## config.mk

```make
export PLATFORM = sky130hd
export DESIGN_NAME = facle_queue
export DESIGN_NICKNAME = d
export VERILOG_FILES = /design/src/facle_pkg.sv /design/src/facle_queue.sv
export SDC_FILE = /design/constraint.sdc
export NUM_CORES = 1
export LEC_CHECK = 0
export BUFFER_PORTS_ARGS = -buffer_cell sky130_fd_sc_hd__buf_2
export CAP_MARGIN = 30
export CORE_MARGIN = 2
export CORE_UTILIZATION = 25
export CTS_CLUSTER_DIAMETER = 40
export DETAILED_ROUTE_END_ITERATION = 7
export PLACE_DENSITY = 0.39
export SLEW_MARGIN = 20
export SYNTH_ARGS = -nofsm -noshare
export SYNTH_HDL_FRONTEND = slang
export SYNTH_SLANG_ARGS = --single-unit
```

## constraint.sdc

```tcl
create_clock -name clk -period 4.93 [get_ports clk]
set_input_delay 0.2465 -clock clk [delete_from_list [all_inputs] [get_ports clk]]
set_output_delay 0.2465 -clock clk [all_outputs]
set_load 0.05 [all_outputs]
```

## src/facle_pkg.sv

```systemverilog
// shared types, constants and aes helper functions for the clear-lead cbc frame encryptor
package facle_pkg;

	localparam logic [1:0] OP_DATA = 2'd0;
	localparam logic [1:0] OP_FRAME = 2'd1;
	localparam logic [1:0] OP_SUBFRAME = 2'd2;

	localparam logic [1:0] CFG_KEY_HIGH = 2'd0;
	localparam logic [1:0] CFG_KEY_LOW = 2'd1;
	localparam logic [1:0] CFG_IV_HIGH = 2'd2;
	localparam logic [1:0] CFG_IV_LOW = 2'd3;

	localparam logic [31:0] CLEAR_LEAD = 32'd16;
	localparam int QDEPTH = 4;

	// one classified word from the front to the back
	typedef struct packed {
		logic       blk;      // full 16-byte block to encrypt
		logic       reload;   // chain reloads from iv before this block
		logic [7:0] clr_byte;
		logic [127:0] data;
	} job_t;

	function automatic logic [7:0] sbox(input logic [7:0] a);
		logic [7:0] t [256];
		t = '{
		8'h63,8'h7c,8'h77,8'h7b,8'hf2,8'h6b,8'h6f,8'hc5,8'h30,8'h01,8'h67,8'h2b,8'hfe,8'hd7,8'hab,8'h76,
		8'hca,8'h82,8'hc9,8'h7d,8'hfa,8'h59,8'h47,8'hf0,8'had,8'hd4,8'ha2,8'haf,8'h9c,8'ha4,8'h72,8'hc0,
		8'hb7,8'hfd,8'h93,8'h26,8'h36,8'h3f,8'hf7,8'hcc,8'h34,8'ha5,8'he5,8'hf1,8'h71,8'hd8,8'h31,8'h15,
		8'h04,8'hc7,8'h23,8'hc3,8'h18,8'h96,8'h05,8'h9a,8'h07,8'h12,8'h80,8'he2,8'heb,8'h27,8'hb2,8'h75,
		8'h09,8'h83,8'h2c,8'h1a,8'h1b,8'h6e,8'h5a,8'ha0,8'h52,8'h3b,8'hd6,8'hb3,8'h29,8'he3,8'h2f,8'h84,
		8'h53,8'hd1,8'h00,8'hed,8'h20,8'hfc,8'hb1,8'h5b,8'h6a,8'hcb,8'hbe,8'h39,8'h4a,8'h4c,8'h58,8'hcf,
		8'hd0,8'hef,8'haa,8'hfb,8'h43,8'h4d,8'h33,8'h85,8'h45,8'hf9,8'h02,8'h7f,8'h50,8'h3c,8'h9f,8'ha8,
		8'h51,8'ha3,8'h40,8'h8f,8'h92,8'h9d,8'h38,8'hf5,8'hbc,8'hb6,8'hda,8'h21,8'h10,8'hff,8'hf3,8'hd2,
		8'hcd,8'h0c,8'h13,8'hec,8'h5f,8'h97,8'h44,8'h17,8'hc4,8'ha7,8'h7e,8'h3d,8'h64,8'h5d,8'h19,8'h73,
		8'h60,8'h81,8'h4f,8'hdc,8'h22,8'h2a,8'h90,8'h88,8'h46,8'hee,8'hb8,8'h14,8'hde,8'h5e,8'h0b,8'hdb,
		8'he0,8'h32,8'h3a,8'h0a,8'h49,8'h06,8'h24,8'h5c,8'hc2,8'hd3,8'hac,8'h62,8'h91,8'h95,8'he4,8'h79,
		8'he7,8'hc8,8'h37,8'h6d,8'h8d,8'hd5,8'h4e,8'ha9,8'h6c,8'h56,8'hf4,8'hea,8'h65,8'h7a,8'hae,8'h08,
		8'hba,8'h78,8'h25,8'h2e,8'h1c,8'ha6,8'hb4,8'hc6,8'he8,8'hdd,8'h74,8'h1f,8'h4b,8'hbd,8'h8b,8'h8a,
		8'h70,8'h3e,8'hb5,8'h66,8'h48,8'h03,8'hf6,8'h0e,8'h61,8'h35,8'h57,8'hb9,8'h86,8'hc1,8'h1d,8'h9e,
		8'he1,8'hf8,8'h98,8'h11,8'h69,8'hd9,8'h8e,8'h94,8'h9b,8'h1e,8'h87,8'he9,8'hce,8'h55,8'h28,8'hdf,
		8'h8c,8'ha1,8'h89,8'h0d,8'hbf,8'he6,8'h42,8'h68,8'h41,8'h99,8'h2d,8'h0f,8'hb0,8'h54,8'hbb,8'h16};
		return t[a];
	endfunction

	function automatic logic [7:0] xtime(input logic [7:0] a);
		return {a[6:0], 1'b0} ^ (a[7] ? 8'h1b : 8'h00);
	endfunction

	// byte i of a 128-bit word, byte 0 most significant
	function automatic logic [7:0] byte_of(input logic [127:0] w, input int i);
		return w[127 - 8 * i -: 8];
	endfunction

	function automatic logic [127:0] aes_round(input logic [127:0] s,
			input logic [127:0] rk, input logic last);
		logic [7:0] tmp [16];
		logic [7:0] o [16];
		logic [7:0] a0, a1, a2, a3, x;
		logic [127:0] r;
		for (int c = 0; c < 4; c++)
			for (int j = 0; j < 4; j++)
				tmp[c * 4 + j] = sbox(byte_of(s, ((c + j) & 3) * 4 + j));
		for (int c = 0; c < 4; c++) begin
			a0 = tmp[c * 4]; a1 = tmp[c * 4 + 1]; a2 = tmp[c * 4 + 2]; a3 = tmp[c * 4 + 3];
			x = a0 ^ a1 ^ a2 ^ a3;
			if (last) begin
				o[c * 4] = a0; o[c * 4 + 1] = a1; o[c * 4 + 2] = a2; o[c * 4 + 3] = a3;
			end else begin
				o[c * 4] = a0 ^ x ^ xtime(a0 ^ a1);
				o[c * 4 + 1] = a1 ^ x ^ xtime(a1 ^ a2);
				o[c * 4 + 2] = a2 ^ x ^ xtime(a2 ^ a3);
				o[c * 4 + 3] = a3 ^ x ^ xtime(a3 ^ a0);
			end
		end
		for (int i = 0; i < 16; i++)
			r[127 - 8 * i -: 8] = o[i];
		return r ^ rk;
	endfunction

	function automatic logic [127:0] key_next(input logic [127:0] k,
			input logic [7:0] rcon);
		logic [31:0] w0, w1, w2, w3, t;
		w0 = k[127:96]; w1 = k[95:64]; w2 = k[63:32]; w3 = k[31:0];
		t = {sbox(w3[23:16]) ^ rcon, sbox(w3[15:8]), sbox(w3[7:0]), sbox(w3[31:24])};
		w0 = w0 ^ t;
		w1 = w1 ^ w0;
		w2 = w2 ^ w1;
		w3 = w3 ^ w2;
		return {w0, w1, w2, w3};
	endfunction

endpackage

```

## src/facle_queue.sv

```systemverilog
// short fifo of classified words between front and back
module facle_queue import facle_pkg::*; (
	input  logic clk,
	input  logic arst_n,
	input  logic push,
	input  job_t push_job,
	output logic full,
	input  logic pop,
	output logic avail,
	output job_t head
);

	localparam int AW = $clog2(QDEPTH);
	job_t mem [QDEPTH];
	logic [AW-1:0] wp_q, rp_q;
	logic [AW:0]   cnt_q;

	assign full = cnt_q == (AW+1)'(QDEPTH);
	assign avail = cnt_q != '0;
	assign head = mem[rp_q];

	always_ff @(posedge clk or negedge arst_n) begin
		if (!arst_n) begin
			wp_q <= '0;
			rp_q <= '0;
			cnt_q <= '0;
		end else begin
			if (push) wp_q <= wp_q + 1'b1;
			if (pop) rp_q <= rp_q + 1'b1;
			cnt_q <= cnt_q + (AW+1)'(push) - (AW+1)'(pop);
		end
	end

	always_ff @(posedge clk) begin
		if (push)
			mem[wp_q] <= push_job;
	end

endmodule

```

==> results.md <==
* Status: complete, no violations
* Switch Pwr at a little over 7000 µW
* RD Place Congestion at ~0.66
* Pint at approximately 13000 µW
* Critical path's slowest cell: mux4_2
* TritonCTS clock tree: yes
* Yosys reg bits at 559
* Register area at 16760 µm²
* Top-count cell post-synth: edfxtp_1
* Yosys top cell by area: edfxtp_1
* Rel. slew slack at 0.3984
* Synth Flop Type: edfxtp_1
* # DRC at 0
* CP max FO at 26
* Util after Layout at 0.3467
* Hold Path Class: primary input to flip-flop
* Root Buffer: clkbuf_16
* Area of the core at approximately 80000 µm²
* Worst endpoint required time at approximately 4.7 ns
* Vias per cell at ~4.1
* Post-synth top cells: 552 x edfxtp_1, 138 x mux4_2, 14 x buf_2
* GRT Total Usage at 0.1125
* Worst EP arrival at approximately 2.7 ns
* Routed length per instance at 19.46 µm
* Post-synth top area share at 0.8167
* WL final at roughly 47000 µm
* Clock Latency Late Sink at 0.62 ns
* Final antenna-violating net count at 0
* Post-synthesis instance total at around 760
* Layout cells sized above 1 at 0.4454
* Max Slew Vio Count at 0
* Pin count of the biggest net entering global routing at 79
* Fillers at 7648
* Net Sw Frac at 0.3642
* PortBufs at about 280
* GR Overflow Total at 0
* CTS Sinks at around 560
* Inserted Diodes at 0
* WS Path Type: flip-flop to primary output
* Final TNS setup at 0 ns
* Final Skew at ~0.018 ns
* H-tree Lvls at 3
* DR iter-0 viols at 473
* Clock transition at the registers of the reported paths at 0.05 ns
* Critical path cell sequence: buf_4 -> mux4_2 -> buf_2
* FP Rows at 104
* Worst Tran Pin Value at between 0.9 and 1 ns
* Initial core utilization at 0.2524
* Worst setup SP type: flip-flop
* Die area at 83480 µm²
* Combinational share of power at 0.333
* Final #Nets at about 1400
* Pre-antenna DRT Iters at 4
* Flop pwr share at 0.323
* Final hold violation count at 0
* First-pass GRT wire length at a little under 70000 µm
* Number of max-cap violations at 0
* Worst Hold Slack at roughly 0.37 ns
* Chip Height at ~290 µm
* Clock network fraction of design power at 0.344
* Initial antenna violation count at 6
* Syn_area_per_cell at between 20 and 30 µm²
* RSZ-0062 raised after global routing: false
* Final period util at 0.5892
* Area Growth Syn to Fin at 37.38%
* Post-synthesis async set-or-reset flop share at 0.01252
* Final HPWL DP at around 26000 µm
* Power per Cell Area at 716.7 nW/µm²
* CP max stage delay at between 0.6 and 0.7 ns
* Die Span X at between 200 and 300 µm
* Num CTS Buffers at 100
* Multi-input logic area at about 3300 µm²
* Io pins at roughly 280
* Post-synth EDFFs at ~550
* Synth top area cells: edfxtp_1 82%, mux4_2 15%, dfrtp_1 0.86%
* Final min period at between 2 and 3 ns
* Longest Clk Path Bufs at 3
* Leakage power total at ~0.0096 µW
* Post-CTS sizing at 0
* VDD IR-drop max at about 0.00035 V
* Unique masters post-synth at 19
* Synth Warn # at 0
* Via count at ~9900
* Number of global-route vias before repair at between 10000 and 15000
* Total nets after synthesis at roughly 900
* Post-synthesis sequential area ratio at 0.8253
* Fmax at approximately 340 MHz
* Synth Cell Area at about 20000 µm²
* Crit. End Element: primary output
* Setup Viol. Count Final at 0
logic make-up after synthesis:
| family | count (synthesis) | synth area share |
|---|---|---|
| simple gates | 8 | 0.002220 |
| fa+ha+maj | 7 | 0.004685 |
| buf+inv | 37 | 0.01221 |
| flops | 559 | 0.8254 |
| compound gates | 1 | 0.0002464 |
| mux | 138 | 0.1531 |
| xor+xnor | 5 | 0.002158 |
stage by stage:
step / instance area [µm²] / setup WS [ns] / instances / total power (µW)
after floorplan: 20300 / 0.6345 / 755 / 11660
after global placement: 23020 / 2.527 / 2080 / 13300
after detailed placement: 23020 / 2.537 / 2080 / 13320
after CTS: 27860 / 1.889 / 2406 / 20430
after global routing: 27880 / 1.820 / 2407 / 20910
final: 27880 / 2.025 / 2407 / 19980
cell usage in the layout, fill, tap and decap left out, types with 2 or more instances in the layout:
master	count
and2_4	4
buf_12	8
buf_2	281
buf_4	8
bufinv_16	15
clkbuf_1	13
clkbuf_16	101
clkinv_1	12
clkinv_2	10
clkinv_4	10
clkinv_8	2
clkinvlp_4	15
dfrtp_1	5
dfrtp_4	2
dlygate4sd3_1	142
edfxtp_1	552
ha_1	6
inv_1	6
inv_6	4
mux4_2	138
nand2_1	2
xnor2_1	3
xor2_1	2
power groups by stage:
stage               clock network, µW  logic (µW)  registers, µW
floorplan                           0        5120           6550
global placement                    0        6770           6530
detailed placement                  0        6760           6550
CTS                              7090        6870           6470
global route                     7300        7090           6530
finish                           6870        6660           6450
layer usage:
layer	vias to the layer above	GRT usage	routed length [µm]
met1	5156	0.1347	19310
met2	261	0.1871	23060
met4	12	0.04420	1222
met5	-	0	75
li1	4342	-	-
met3	97	0.03764	3176
area by class of cell:
| type | instances | share of cell area |
|---|---|---|
| clock buffer | 114 | 0.09239 |
| clock inverter | 70 | 0.03029 |
| inverter | 6 | 0.0008077 |
| multi-input combinational | 159 | 0.1186 |
| sequential | 559 | 0.6010 |
| tap | 1060 | 0.04757 |
| timing repair buffer | 439 | 0.1093 |
critical path: cells and delay by family (launching register included):
kind,cells,cell delay [ns]
buf+inv,2,0.78
flops,1,0.60
mux,1,0.61
worst paths after layout:
| check | start | endpoint | slack, ns | cells past startpoint |
|---|---|---|---|---|
| max | rp_q[0]$_DFFE_PN0P_ | head[109] | 2.03 | 3 |
| min | push_job[17] | mem[3][17]$_DFFE_PP_ | 0.37 | 2 |
| max reg2reg | wp_q[0]$_DFFE_PN0P_ | mem[3][125]$_DFFE_PP_ | 2.72 | 3 |
| min reg2reg | wp_q[0]$_DFFE_PN0P_ | wp_q[0]$_DFFE_PN0P_ | 0.53 | 1 |
| max in group asynchronous | arst_n | rp_q[1]$_DFFE_PN0P_ | 4.03 | 3 |
| min in group asynchronous | arst_n | cnt_q[1]$_DFF_PN0_ | 0.61 | 3 |
state kept, by name, indices dropped and copies added, names as in the netlist:
name,count
cnt_q,3
mem,552
wp_q,2
rp_q,2
timing repair:
item / in CTS / in global routing
setup buffers: 0 / 0
endpoints found under the hold margin: 564 / 0
setup endpoints to repair: 0 / 0
hold buffers: 142 / 0
Power figures use the tool's default switching activity.
